--- src/sv/vfl_pkg.sv ---
`default_nettype none
package vfl_pkg;

  // Field widths
  localparam int unsigned OPCODE_W   = 2;
  localparam int unsigned BUTTONS_W  = 4;
  localparam int unsigned BAND_W     = 8;
  localparam int unsigned MEAS_W     = 32;
  localparam int unsigned FREQ_W     = 25;
  localparam int unsigned WINDOW_W   = 16;
  localparam int unsigned SCALE_W    = 16;
  localparam int unsigned PWM_W      = 14;
  localparam int unsigned EDGE_W     = 16;
  localparam int unsigned STEP_W     = 20;
  localparam int unsigned CFG_IDX_W  = 3;
  localparam int unsigned CFG_DATA_W = 25;

  // Item kinds
  localparam logic [OPCODE_W-1:0] OP_TICK = 2'd0;
  localparam logic [OPCODE_W-1:0] OP_EDGE = 2'd1;
  localparam logic [OPCODE_W-1:0] OP_GATE = 2'd2;

  // Register indexes
  localparam logic [CFG_IDX_W-1:0] REG_LOCK_WINDOW = 3'd0;
  localparam logic [CFG_IDX_W-1:0] REG_COUNT_SCALE = 3'd1;
  localparam logic [CFG_IDX_W-1:0] REG_PWM_PERIOD  = 3'd2;
  localparam logic [CFG_IDX_W-1:0] REG_PWM_SPLIT   = 3'd3;
  localparam logic [CFG_IDX_W-1:0] REG_FREQ_MIN    = 3'd4;
  localparam logic [CFG_IDX_W-1:0] REG_FREQ_MAX    = 3'd5;

  // Register reset values
  localparam logic [WINDOW_W-1:0] LOCK_WINDOW_RST = 16'd100;
  localparam logic [SCALE_W-1:0]  COUNT_SCALE_RST = 16'd1600;
  localparam logic [PWM_W-1:0]    PWM_PERIOD_RST  = 14'd15000;
  localparam logic [PWM_W-1:0]    PWM_SPLIT_RST   = 14'd7500;
  localparam logic [FREQ_W-1:0]   FREQ_MIN_RST    = 25'd100000;
  localparam logic [FREQ_W-1:0]   FREQ_MAX_RST    = 25'd29000000;

  // State reset values
  localparam logic [FREQ_W-1:0] SET_FREQ_RST  = 25'd14070000;
  localparam logic [STEP_W-1:0] STEP_SIZE_RST = 20'd100000;
  localparam logic [BAND_W-1:0] BAND_SEL_RST  = 8'd2;

  // Step button choices
  localparam logic [STEP_W-1:0] STEP_1M   = 20'd1000000;
  localparam logic [STEP_W-1:0] STEP_100K = 20'd100000;
  localparam logic [STEP_W-1:0] STEP_10K  = 20'd10000;
  localparam logic [STEP_W-1:0] STEP_1K   = 20'd1000;

  // Band thresholds, highest first
  localparam logic [FREQ_W-1:0] BAND_TH1 = 25'd15000000;
  localparam logic [FREQ_W-1:0] BAND_TH2 = 25'd7500000;
  localparam logic [FREQ_W-1:0] BAND_TH3 = 25'd3750000;
  localparam logic [FREQ_W-1:0] BAND_TH4 = 25'd1875000;
  localparam logic [FREQ_W-1:0] BAND_TH5 = 25'd937500;
  localparam logic [FREQ_W-1:0] BAND_TH6 = 25'd468750;
  localparam logic [FREQ_W-1:0] BAND_TH7 = 25'd234375;

endpackage
`default_nettype wire

--- src/sv/vfl_in_if.sv ---
`default_nettype none
interface vfl_in_if;
  logic                           valid;
  logic                           ready;
  logic [vfl_pkg::OPCODE_W-1:0]   opcode;
  logic [vfl_pkg::BUTTONS_W-1:0]  step_buttons;
  logic [vfl_pkg::BUTTONS_W-1:0]  adjust_buttons;

  modport source (output valid, opcode, step_buttons, adjust_buttons, input ready);
  modport sink   (input valid, opcode, step_buttons, adjust_buttons, output ready);
endinterface
`default_nettype wire

--- src/sv/vfl_out_if.sv ---
`default_nettype none
interface vfl_out_if;
  logic                        valid;
  logic                        ready;
  logic                        pwm_low;
  logic                        pwm_high;
  logic [vfl_pkg::BAND_W-1:0]  band;
  logic                        locked;
  logic [vfl_pkg::MEAS_W-1:0]  measured_freq;
  logic [vfl_pkg::FREQ_W-1:0]  target_freq;

  modport source (output valid, pwm_low, pwm_high, band, locked, measured_freq,
                  target_freq, input ready);
  modport sink   (input valid, pwm_low, pwm_high, band, locked, measured_freq,
                  target_freq, output ready);
endinterface
`default_nettype wire

--- src/sv/vfl_cfg_if.sv ---
`default_nettype none
interface vfl_cfg_if;
  logic                            valid;
  logic                            ready;
  logic [vfl_pkg::CFG_IDX_W-1:0]   index;
  logic [vfl_pkg::CFG_DATA_W-1:0]  data;

  modport source (output valid, index, data, input ready);
  modport sink   (input valid, index, data, output ready);
endinterface
`default_nettype wire

--- src/sv/vco_frequency_lock_controller.sv ---
// Oscillator frequency lock controller.
// item_in carries one beat per event: a PWM tick, an oscillator edge or a
// gate-period end (with the step and adjust buttons sampled on gates).
// result_out returns one beat per input beat: both PWM levels, the band
// select, the lock flag, the last measured and the current set frequency.
// cfg writes the six setup registers; it is always ready. The user must
// write cfg only while no beat is in flight; the block does not enforce it.
// One beat per cycle while result_out is not stalled and no edge-sum reload
// is pending. The state update for a beat happens at its accept edge; its
// result is loaded into the output register once result_out has room.
// The measured value is kept as a running sum of count_scale per edge; a
// write to count_scale reloads it from one 16x16 multiply, holding
// item_in.ready low for that one cycle.
// Reset (synchronous, rst high) loads all register defaults, sets the
// frequency to 14.07 MHz with a 100 kHz step and empties the pipeline.
// When result_out stalls, one more beat is taken into the state stage and
// then item_in.ready drops until the output register is read.
`default_nettype none
module vco_frequency_lock_controller (
  input  wire logic  clk,
  input  wire logic  rst,
  vfl_in_if.sink     item_in,
  vfl_out_if.source  result_out,
  vfl_cfg_if.sink    cfg
);

  // Setup registers
  logic [vfl_pkg::WINDOW_W-1:0] lock_window;
  logic [vfl_pkg::SCALE_W-1:0]  count_scale;
  logic [vfl_pkg::PWM_W-1:0]    pwm_period;
  logic [vfl_pkg::PWM_W-1:0]    pwm_split;
  logic [vfl_pkg::FREQ_W-1:0]   freq_min;
  logic [vfl_pkg::FREQ_W-1:0]   freq_max;

  // Block state
  logic [vfl_pkg::PWM_W-1:0]    tick_count;
  logic [vfl_pkg::EDGE_W-1:0]   edge_count;
  logic [vfl_pkg::MEAS_W-1:0]   edge_sum;
  logic                         sum_stale;
  logic [vfl_pkg::MEAS_W-1:0]   measured;
  logic [vfl_pkg::PWM_W-1:0]    duty_low;
  logic [vfl_pkg::PWM_W-1:0]    duty_high;
  logic                         lock_flag;
  logic [vfl_pkg::FREQ_W-1:0]   set_freq;
  logic [vfl_pkg::STEP_W-1:0]   step_size;
  logic [vfl_pkg::BAND_W-1:0]   band_sel;
  logic                         state_pend;
  logic                         out_valid;

  logic in_take;
  logic pend_move;
  logic cfg_take;

  // Next values of the gate path
  logic [vfl_pkg::PWM_W:0]      tick_inc;
  logic [vfl_pkg::PWM_W-1:0]    tick_next;
  logic signed [33:0]           err_s;
  logic [32:0]                  err_abs;
  logic                         lock_next;
  logic signed [33:0]           drive_s;
  logic signed [33:0]           split_s;
  logic signed [33:0]           excess_s;
  logic [vfl_pkg::PWM_W-1:0]    duty_low_next;
  logic [vfl_pkg::PWM_W-1:0]    duty_high_next;
  logic [vfl_pkg::BAND_W-1:0]   band_next;
  logic [vfl_pkg::STEP_W-1:0]   step_next;
  logic signed [23:0]           step_s;
  logic signed [23:0]           delta;
  logic signed [26:0]           nf;
  logic [vfl_pkg::FREQ_W-1:0]   set_next;

  function automatic logic [vfl_pkg::PWM_W-1:0] clamp_duty(
    input logic signed [33:0]       v,
    input logic [vfl_pkg::PWM_W-1:0] period
  );
    logic [vfl_pkg::PWM_W-1:0] r;
    if (v < 0) begin
      r = '0;
    end else if (v > $signed({20'b0, period})) begin
      r = period;
    end else begin
      r = v[vfl_pkg::PWM_W-1:0];
    end
    return r;
  endfunction

  function automatic logic [vfl_pkg::BAND_W-1:0] pick_band(
    input logic [vfl_pkg::FREQ_W-1:0] f
  );
    logic [vfl_pkg::BAND_W-1:0] b;
    if (f > vfl_pkg::BAND_TH1)      b = 8'd1;
    else if (f > vfl_pkg::BAND_TH2) b = 8'd2;
    else if (f > vfl_pkg::BAND_TH3) b = 8'd4;
    else if (f > vfl_pkg::BAND_TH4) b = 8'd8;
    else if (f > vfl_pkg::BAND_TH5) b = 8'd16;
    else if (f > vfl_pkg::BAND_TH6) b = 8'd32;
    else if (f > vfl_pkg::BAND_TH7) b = 8'd64;
    else                            b = 8'd128;
    return b;
  endfunction

  // Handshakes
  assign pend_move     = state_pend && (!out_valid || result_out.ready);
  assign item_in.ready = !sum_stale && (!state_pend || pend_move);
  assign in_take       = item_in.valid && item_in.ready;
  assign cfg.ready     = 1'b1;
  assign cfg_take      = cfg.valid;

  // Tick counter advance
  always_comb begin
    tick_inc  = {1'b0, tick_count} + 15'd1;
    tick_next = (tick_inc >= {1'b0, pwm_period}) ? '0 : tick_inc[vfl_pkg::PWM_W-1:0];
  end

  // Lock test and PWM drive from the running edge sum; band from the set frequency
  always_comb begin
    err_s     = $signed({9'b0, set_freq}) - $signed({2'b0, edge_sum});
    err_abs   = err_s[33] ? 33'(-err_s) : err_s[32:0];
    lock_next = err_abs < {17'b0, lock_window};
    drive_s   = $signed({9'b0, set_freq}) - $signed({3'b0, edge_sum[31:1]});
    split_s   = $signed({20'b0, pwm_split});
    excess_s  = drive_s - split_s;
    if (drive_s > split_s) begin
      duty_low_next  = clamp_duty(split_s, pwm_period);
      duty_high_next = clamp_duty(excess_s, pwm_period);
    end else begin
      duty_low_next  = clamp_duty(drive_s, pwm_period);
      duty_high_next = '0;
    end
    band_next = pick_band(set_freq);
  end

  // Step select (later buttons override) and set frequency adjust
  always_comb begin
    step_next = step_size;
    if (item_in.step_buttons[0]) step_next = vfl_pkg::STEP_1M;
    if (item_in.step_buttons[1]) step_next = vfl_pkg::STEP_100K;
    if (item_in.step_buttons[2]) step_next = vfl_pkg::STEP_10K;
    if (item_in.step_buttons[3]) step_next = vfl_pkg::STEP_1K;
    step_s = $signed({4'b0, step_next});
    delta  = '0;
    if (item_in.adjust_buttons[0]) delta = delta + step_s;
    if (item_in.adjust_buttons[1]) delta = delta + (step_s <<< 1);
    if (item_in.adjust_buttons[2]) delta = delta - step_s;
    if (item_in.adjust_buttons[3]) delta = delta - (step_s <<< 1);
    nf = $signed({2'b0, set_freq}) + 27'(delta);
    if (nf < $signed({2'b0, freq_min})) nf = $signed({2'b0, freq_min});
    if (nf > $signed({2'b0, freq_max})) nf = $signed({2'b0, freq_max});
    set_next = nf[vfl_pkg::FREQ_W-1:0];
  end

  // Setup register writes
  always_ff @(posedge clk) begin
    if (rst) begin
      lock_window <= vfl_pkg::LOCK_WINDOW_RST;
      count_scale <= vfl_pkg::COUNT_SCALE_RST;
      pwm_period  <= vfl_pkg::PWM_PERIOD_RST;
      pwm_split   <= vfl_pkg::PWM_SPLIT_RST;
      freq_min    <= vfl_pkg::FREQ_MIN_RST;
      freq_max    <= vfl_pkg::FREQ_MAX_RST;
    end else if (cfg_take) begin
      unique case (cfg.index)
        vfl_pkg::REG_LOCK_WINDOW: lock_window <= cfg.data[vfl_pkg::WINDOW_W-1:0];
        vfl_pkg::REG_COUNT_SCALE: count_scale <= cfg.data[vfl_pkg::SCALE_W-1:0];
        vfl_pkg::REG_PWM_PERIOD:  pwm_period  <= cfg.data[vfl_pkg::PWM_W-1:0];
        vfl_pkg::REG_PWM_SPLIT:   pwm_split   <= cfg.data[vfl_pkg::PWM_W-1:0];
        vfl_pkg::REG_FREQ_MIN:    freq_min    <= cfg.data[vfl_pkg::FREQ_W-1:0];
        vfl_pkg::REG_FREQ_MAX:    freq_max    <= cfg.data[vfl_pkg::FREQ_W-1:0];
        default: ;
      endcase
    end
  end

  // Apply one beat to the state; reload the edge sum after a scale change
  always_ff @(posedge clk) begin
    if (rst) begin
      tick_count <= '0;
      edge_count <= '0;
      edge_sum   <= '0;
      sum_stale  <= 1'b0;
      measured   <= '0;
      duty_low   <= '0;
      duty_high  <= '0;
      lock_flag  <= 1'b0;
      set_freq   <= vfl_pkg::SET_FREQ_RST;
      step_size  <= vfl_pkg::STEP_SIZE_RST;
      band_sel   <= vfl_pkg::BAND_SEL_RST;
    end else begin
      sum_stale <= cfg_take && (cfg.index == vfl_pkg::REG_COUNT_SCALE);
      if (sum_stale) begin
        edge_sum <= 32'({16'b0, edge_count} * {16'b0, count_scale});
      end
      if (in_take) begin
        case (item_in.opcode)
          vfl_pkg::OP_TICK: begin
            tick_count <= tick_next;
          end
          vfl_pkg::OP_EDGE: begin
            if (edge_count != '1) begin
              edge_count <= edge_count + 16'd1;
              edge_sum   <= edge_sum + {16'b0, count_scale};
            end
          end
          vfl_pkg::OP_GATE: begin
            measured   <= edge_sum;
            edge_count <= '0;
            edge_sum   <= '0;
            lock_flag  <= lock_next;
            duty_low   <= duty_low_next;
            duty_high  <= duty_high_next;
            band_sel   <= band_next;
            step_size  <= step_next;
            set_freq   <= set_next;
          end
          default: ;
        endcase
      end
    end
  end

  // Pipeline valid flags
  always_ff @(posedge clk) begin
    if (rst) begin
      state_pend <= 1'b0;
      out_valid  <= 1'b0;
    end else begin
      if (in_take) begin
        state_pend <= 1'b1;
      end else if (pend_move) begin
        state_pend <= 1'b0;
      end
      if (pend_move) begin
        out_valid <= 1'b1;
      end else if (result_out.ready) begin
        out_valid <= 1'b0;
      end
    end
  end

  // Load the output register from the state
  always_ff @(posedge clk) begin
    if (pend_move) begin
      result_out.pwm_low       <= tick_count < duty_low;
      result_out.pwm_high      <= tick_count < duty_high;
      result_out.band          <= band_sel;
      result_out.locked        <= lock_flag;
      result_out.measured_freq <= measured;
      result_out.target_freq   <= set_freq;
    end
  end

  assign result_out.valid = out_valid;

  // Checks
  a_stale_blocks_input: assert property (@(posedge clk) disable iff (rst)
    sum_stale |-> !item_in.ready)
    else $error("input taken while edge sum reloads");

  a_sum_matches: assert property (@(posedge clk) disable iff (rst)
    !sum_stale |-> edge_sum == 32'({16'b0, edge_count} * {16'b0, count_scale}))
    else $error("running edge sum out of step with edge count");

  a_band_onehot: assert property (@(posedge clk) disable iff (rst)
    $onehot(band_sel))
    else $error("band select not one-hot");

  a_pend_drains: assert property (@(posedge clk) disable iff (rst)
    state_pend && (!out_valid || result_out.ready) |=> out_valid)
    else $error("pending result not moved to output");

  a_edge_saturates: assert property (@(posedge clk) disable iff (rst)
    in_take && item_in.opcode == vfl_pkg::OP_EDGE && edge_count == '1
    |=> edge_count == '1)
    else $error("edge counter wrapped");

endmodule
`default_nettype wire

--- src/flat_wrapper.sv ---
// flat-port wrapper written by rule: the top's interface ports become plain ports
module vco_frequency_lock_controller_flat 
  (clk, rst, item_in_valid, item_in_opcode, item_in_step_buttons, item_in_adjust_buttons, item_in_ready, result_out_valid, result_out_pwm_low, result_out_pwm_high, result_out_band, result_out_locked, result_out_measured_freq, result_out_target_freq, result_out_ready, cfg_valid, cfg_index, cfg_data, cfg_ready);
  vfl_in_if item_in_i ();
  vfl_out_if result_out_i ();
  vfl_cfg_if cfg_i ();
  input  wire logic clk;
  input  wire logic rst;
  input wire logic [$bits(item_in_i.valid)-1:0] item_in_valid;
  input wire logic [$bits(item_in_i.opcode)-1:0] item_in_opcode;
  input wire logic [$bits(item_in_i.step_buttons)-1:0] item_in_step_buttons;
  input wire logic [$bits(item_in_i.adjust_buttons)-1:0] item_in_adjust_buttons;
  output wire logic [$bits(item_in_i.ready)-1:0] item_in_ready;
  output wire logic [$bits(result_out_i.valid)-1:0] result_out_valid;
  output wire logic [$bits(result_out_i.pwm_low)-1:0] result_out_pwm_low;
  output wire logic [$bits(result_out_i.pwm_high)-1:0] result_out_pwm_high;
  output wire logic [$bits(result_out_i.band)-1:0] result_out_band;
  output wire logic [$bits(result_out_i.locked)-1:0] result_out_locked;
  output wire logic [$bits(result_out_i.measured_freq)-1:0] result_out_measured_freq;
  output wire logic [$bits(result_out_i.target_freq)-1:0] result_out_target_freq;
  input wire logic [$bits(result_out_i.ready)-1:0] result_out_ready;
  input wire logic [$bits(cfg_i.valid)-1:0] cfg_valid;
  input wire logic [$bits(cfg_i.index)-1:0] cfg_index;
  input wire logic [$bits(cfg_i.data)-1:0] cfg_data;
  output wire logic [$bits(cfg_i.ready)-1:0] cfg_ready;
  assign item_in_i.valid = item_in_valid;
  assign item_in_i.opcode = item_in_opcode;
  assign item_in_i.step_buttons = item_in_step_buttons;
  assign item_in_i.adjust_buttons = item_in_adjust_buttons;
  assign item_in_ready = item_in_i.ready;
  assign result_out_valid = result_out_i.valid;
  assign result_out_pwm_low = result_out_i.pwm_low;
  assign result_out_pwm_high = result_out_i.pwm_high;
  assign result_out_band = result_out_i.band;
  assign result_out_locked = result_out_i.locked;
  assign result_out_measured_freq = result_out_i.measured_freq;
  assign result_out_target_freq = result_out_i.target_freq;
  assign result_out_i.ready = result_out_ready;
  assign cfg_i.valid = cfg_valid;
  assign cfg_i.index = cfg_index;
  assign cfg_i.data = cfg_data;
  assign cfg_ready = cfg_i.ready;
  vco_frequency_lock_controller u_core (.clk(clk), .rst(rst), .item_in(item_in_i), .result_out(result_out_i), .cfg(cfg_i));
endmodule
--- config.mk ---
export PLATFORM = sky130hd
export DESIGN_NAME = vco_frequency_lock_controller_flat
export DESIGN_NICKNAME = d
export VERILOG_FILES = /design/src/sv/vfl_pkg.sv /design/src/sv/vfl_in_if.sv /design/src/sv/vfl_out_if.sv /design/src/sv/vfl_cfg_if.sv /design/src/sv/vco_frequency_lock_controller.sv /design/src/flat_wrapper.sv
export SDC_FILE = /design/constraint.sdc
export NUM_CORES = 2
export LEC_CHECK = 0
export ABC_AREA = 1
export ABC_CLOCK_PERIOD_IN_PS = 24200
export BUFFER_PORTS_ARGS = -buffer_cell sky130_fd_sc_hd__buf_4
export CORE_ASPECT_RATIO = 1.4
export CORE_UTILIZATION = 65
export DETAILED_ROUTE_END_ITERATION = 7
export HOLD_SLACK_MARGIN = 0.03
export PLACE_DENSITY = 0.83
export SYNTH_ARGS = -nofsm -noshare
export SYNTH_HDL_FRONTEND = slang
export SYNTH_SLANG_ARGS = --single-unit
export TNS_END_PERCENT = 50
--- constraint.sdc ---
create_clock -name clk -period 24.2 [get_ports clk]
set_input_delay 1.21 -clock clk [delete_from_list [all_inputs] [get_ports clk]]
set_output_delay 1.21 -clock clk [all_outputs]
set_load 0.02 [all_outputs]
==> results.txt <==
The min-delay analysis places its worst path in the category flip-flop to flip-flop. The areal power density over the cells works out to 80.4 nW/um2. The transition at the pin with the smallest max-transition slack came out at 1.38 ns. 114 I/O pins were placed.

The insertion delay of the later-clocked pin in the worst-skew pair is 0.62 ns, and the number of warnings reported in the yosys synthesis log is 0. Summed over all layers, the global routing overflow is 0. The run gives 0.414 as the total track usage. In this run the remaining antenna-violating nets after routing total 0.

The largest net degree at the start of global routing came out at 85. Share of synthesized area occupied by flip-flops and latches: 0.207. The worst setup path is launched from an input port. The logs give 37389 for the total via count in the routed design and 39 for the number of buffers inserted during clock tree synthesis. For this run, the post-layout net count is 6100.

The clock net in this run drives a total of 357 sinks. The number of nets handed over by synthesis was 6085. After detailed routing, the average wire length per cell comes to 19.9 um. For the final database, setup skew stands at 0.0519 ns. The run gives 11.29 ns as the least setup slack across all paths after layout. The tools report the root buffer cell as sky130_fd_sc_hd__clkbuf_16.

The run gives 0.606 as the fraction of power consumed by combinational cells. After clock tree synthesis, the clock-pin slew on the worst setup and hold paths is 0.07 ns. The pre-antenna-repair detailed-routing pass consisted of 8 iterations. The final worst-path cycle share works out to 0.533. The starting utilization of the core area is 0.657. Setup repair after global routing left no endpoint under its margin. The final hold violation count came out at 0. Relative to the synthesized area, the layout overhead comes to 7.07%.

The run gives 77.5 MHz as the highest clock rate. For the final instance area, the log shows 40500 um2. Number of max-cap violations: 0. Counting stages on the worst path, the most repeated cell is sky130_fd_sc_hd__nand2_1. The total detailed-routing wirelength came out at 123 mm. The number of global-route vias before repair came out at 35362. The final weighted congestion in routability-driven placement was 1.03. VDD sags by at most 64.7 uV. The number of library cell types mapped by synthesis is 69. The switching part of the total power is 0.500, and the die extent in y is 287 um. The number of DRC violations after detailed-routing iteration 0 came out at 3722. The final-report max-slew violation count came out at 0. The initial antenna violation count is 8, and the number of vias per cell after detailed routing is 6.02. The row count was 104.

Setup violations remaining at the end of the flow were counted as 0. The wire length of the first global-routing pass is 190 mm. TritonCTS built the clock tree. The worst slew margin relative to its limit is 0.0684, and the half-perimeter wire length of the detailed placement result is 94.6 mm. The mean instance size in the synthesized netlist is 6.97 um2. Counting flops with a built-in enable in the synthesized netlist gives 68.

The critical path is of the input port to flip-flop type. The remaining routing DRC violations is 0. Of all nets on the critical path, the largest fanout is 41. The worst setup path is captured at a flip-flop.

The post-placement worst setup slack was 10.88 ns. Flip-flop cell with the highest count after synthesis: sky130_fd_sc_hd__dfxtp_1. The fraction of layout instances using a drive strength above 1 is 0.0594, and the port buffer count is 112.

The register share of total power came out at 0.207. STA puts the critical path data arrival time at 13.45 ns. In this design, the stage delay of the slowest critical-path cell is 0.41 ns. The share of synthesized flip-flops with an asynchronous set or reset is 0, and the die area is 59100 um2. In this run the deepest clock path goes through 3 buffers.

From left edge to right edge, the die measures 206 um. The tools report the post-CTS setup buffer count as 0. After detailed placement, the total cell area comes to 39200 um2.

In this run the power spent charging and discharging nets is 1.63 mW. The number of synthesized register bits was 357. The power share of the clock group came out at 0.187. The run gives 5422 as the cell count after synthesis.

The tools report the number of filler cells placed in the layout as 4994. The H-tree depth reported by CTS is 2. Hold repair after CTS inserted 0 buffers. Cell internal power was estimated by the tool at 1.63 mW. The tools report the post-synthesis instance area as 37800 um2. On the critical path, the stage with the largest delay is an instance of sky130_fd_sc_hd__ha_1.

The run finished with clean final reports. The smallest clock period supported by the final layout is computed as 12.91 ns. The area of the core was 57500 um2; the static leakage was 19.8 nW. The data required time at the worst endpoint is 24.74 ns.

After routing, the total negative slack on setup checks comes to 0 ns. Gates resized during post-CTS repair numbered 0.
==> Yosys cell counts (4+ instances only) <==
master | count | area share
sky130_fd_sc_hd__a21oi_2 | 7 | 0.0016
sky130_fd_sc_hd__nand3_2 | 6 | 0.0016
sky130_fd_sc_hd__o41ai_1 | 4 | 0.00093
sky130_fd_sc_hd__a22oi_1 | 18 | 0.0036
sky130_fd_sc_hd__o221ai_1 | 5 | 0.0012
sky130_fd_sc_hd__o211ai_1 | 60 | 0.012
sky130_fd_sc_hd__nor3b_1 | 4 | 0.00079
sky130_fd_sc_hd__and3_1 | 4 | 0.00066
sky130_fd_sc_hd__nor4_1 | 22 | 0.0036
sky130_fd_sc_hd__a221oi_1 | 6 | 0.0014
sky130_fd_sc_hd__clkbuf_1 | 148 | 0.015
sky130_fd_sc_hd__nand3b_1 | 7 | 0.0014
sky130_fd_sc_hd__o2111ai_1 | 4 | 0.00093
sky130_fd_sc_hd__xnor2_1 | 61 | 0.014
sky130_fd_sc_hd__a21oi_1 | 519 | 0.069
sky130_fd_sc_hd__a21boi_0 | 13 | 0.0026
sky130_fd_sc_hd__nand2_1 | 1164 | 0.12
sky130_fd_sc_hd__nor3_1 | 64 | 0.0085
sky130_fd_sc_hd__buf_2 | 8 | 0.0011
sky130_fd_sc_hd__buf_6 | 4 | 0.0012
sky130_fd_sc_hd__o31ai_1 | 5 | 0.00099
sky130_fd_sc_hd__a21o_1 | 12 | 0.0024
sky130_fd_sc_hd__fa_1 | 202 | 0.11
sky130_fd_sc_hd__o21bai_1 | 18 | 0.0036
sky130_fd_sc_hd__nor2_2 | 9 | 0.0015
sky130_fd_sc_hd__edfxtp_1 | 68 | 0.054
sky130_fd_sc_hd__o21ai_0 | 380 | 0.050
sky130_fd_sc_hd__nand4_1 | 65 | 0.011
sky130_fd_sc_hd__nor2_1 | 402 | 0.040
sky130_fd_sc_hd__nand2_4 | 5 | 0.0015
sky130_fd_sc_hd__dfxtp_1 | 289 | 0.15
sky130_fd_sc_hd__buf_4 | 12 | 0.0024
sky130_fd_sc_hd__nand2_2 | 18 | 0.0030
sky130_fd_sc_hd__inv_1 | 862 | 0.086
sky130_fd_sc_hd__a31oi_1 | 22 | 0.0036
sky130_fd_sc_hd__a211oi_1 | 15 | 0.0030
sky130_fd_sc_hd__or2_2 | 18 | 0.0030
sky130_fd_sc_hd__xor2_1 | 129 | 0.030
sky130_fd_sc_hd__nand3_1 | 234 | 0.031
sky130_fd_sc_hd__clkinv_1 | 4 | 0.00040
sky130_fd_sc_hd__buf_1 | 20 | 0.0020
sky130_fd_sc_hd__ha_1 | 418 | 0.14
sky130_fd_sc_hd__o21ai_1 | 24 | 0.0032
sky130_fd_sc_hd__o21a_1 | 12 | 0.0024
sky130_fd_sc_hd__inv_2 | 13 | 0.0013
==> registers in the layout, indices dropped and copies added, names as in the netlist, 14 cells and up <==
register and flops:
u_core.edge_sum 32, u_core.measured 32, u_core.result_out.measured_freq 32, u_core.freq_max 25, u_core.freq_min 25, u_core.result_out.target_freq 25, u_core.set_freq 25, u_core.step_size 20
u_core.count_scale 16, u_core.edge_count 16, u_core.lock_window 16, u_core.duty_high 14, u_core.duty_low 14, u_core.pwm_period 14, u_core.pwm_split 14, u_core.tick_count 14
==> final cells by class <==
cell class	instances	area, um2	share of cell area
multi-input combinational	3992	25800	0.639
sequential	357	7830	0.193
inverter	879	3300	0.0816
timing repair buffer	168	1260	0.0312
clock buffer	48	1040	0.0257
tap	742	928	0.0229
clock inverter	24	238	0.00588
antenna	3	7.51	0.000186
==> cell families (layout without fill, tap and decap cells) <==
kind of cell	after synthesis	count (layout)	share of synthesized area
buffers and inverters	1073	1119	0.109
flip-flops	357	357	0.207
adder cells (fa/ha/maj)	620	620	0.245
AO/OA/AOI/OAI	1146	1146	0.168
AND/OR/NAND/NOR	2035	2035	0.226
XOR/XNOR	190	190	0.0440
other	1	4	0.0000993
==> per-layer routing <==
layer / vias up / global-route usage / wire, um
met2: 1770 / 0.679 / 56500
met3: 502 / 0.0827 / 12100
li1: 17703 / - / -
met1: 17404 / 0.496 / 46300
met4: 10 / 0.252 / 8430
met5: - / 0 / 62
==> path summary, 6_finish.rpt <==
path | slack (ns) | end | cells past startpoint | startpoint
worst min-delay path | 0.43 | u_core.result_out.measured_freq[9] | 0 | u_core.measured[9]
worst min register to register | 0.43 | u_core.result_out.measured_freq[9] | 0 | u_core.measured[9]
worst max register to register | 12.23 | u_core.set_freq[5] | 71 | u_core.step_size[1]
worst max-delay path | 11.29 | u_core.set_freq[5] | 75 | item_in_step_buttons[1]
==> cells in the final DEF (no fill, tap or decap), types with 18 or more instances in the layout <==
cell type                   count
sky130_fd_sc_hd__o21bai_1      18
sky130_fd_sc_hd__clkbuf_16     39
sky130_fd_sc_hd__nand2_1     1164
sky130_fd_sc_hd__nor2_1       401
sky130_fd_sc_hd__fa_1         202
sky130_fd_sc_hd__dfxtp_1      289
sky130_fd_sc_hd__edfxtp_1      68
sky130_fd_sc_hd__ha_1         418
sky130_fd_sc_hd__a22oi_1       18
sky130_fd_sc_hd__buf_4        168
sky130_fd_sc_hd__inv_1        861
sky130_fd_sc_hd__a21oi_1      518
sky130_fd_sc_hd__nand2_2       18
sky130_fd_sc_hd__o211ai_1      60
sky130_fd_sc_hd__a31oi_1       22
sky130_fd_sc_hd__o21ai_0      380
sky130_fd_sc_hd__xnor2_1       61
sky130_fd_sc_hd__nor3_1        64
sky130_fd_sc_hd__nand3_1      234
sky130_fd_sc_hd__nand4_1       65
sky130_fd_sc_hd__or2_2         18
sky130_fd_sc_hd__o21ai_1       24
sky130_fd_sc_hd__nor4_1        22
sky130_fd_sc_hd__xor2_1       129
==> power by group through the flow <==
| stage | clock [mW] | combinational, mW | sequential, mW |
|---|---|---|---|
| after global placement | 0 | 1.88 | 0.682 |
| after floorplan | 0 | 1.42 | 0.688 |
| final | 0.609 | 1.97 | 0.672 |
| after global routing | 0.631 | 2.20 | 0.674 |
| after CTS | 0.610 | 1.92 | 0.670 |
| after detailed placement | 0 | 1.91 | 0.683 |
==> per-stage QoR <==
stage               hold slack, ns  utilization  power, mW  std cells
global placement             0.408        0.681       2.56       6138
finish                       0.426        0.703       3.25       6213
detailed placement           0.410        0.681       2.59       6138
floorplan                    0.403            -       2.11       5422
global route                 0.439        0.703       3.50       6210
CTS                          0.425        0.703       3.20       6210
==> worst max-delay path, delay by kind of cell <==
kind            cells  cell delay (ns)
fa+ha+maj           8             2.54
compound gates     23             3.76
simple gates       32             4.17
buf+inv             9             1.30
xor+xnor            3             0.45
Power figures use the tool's default switching activity.
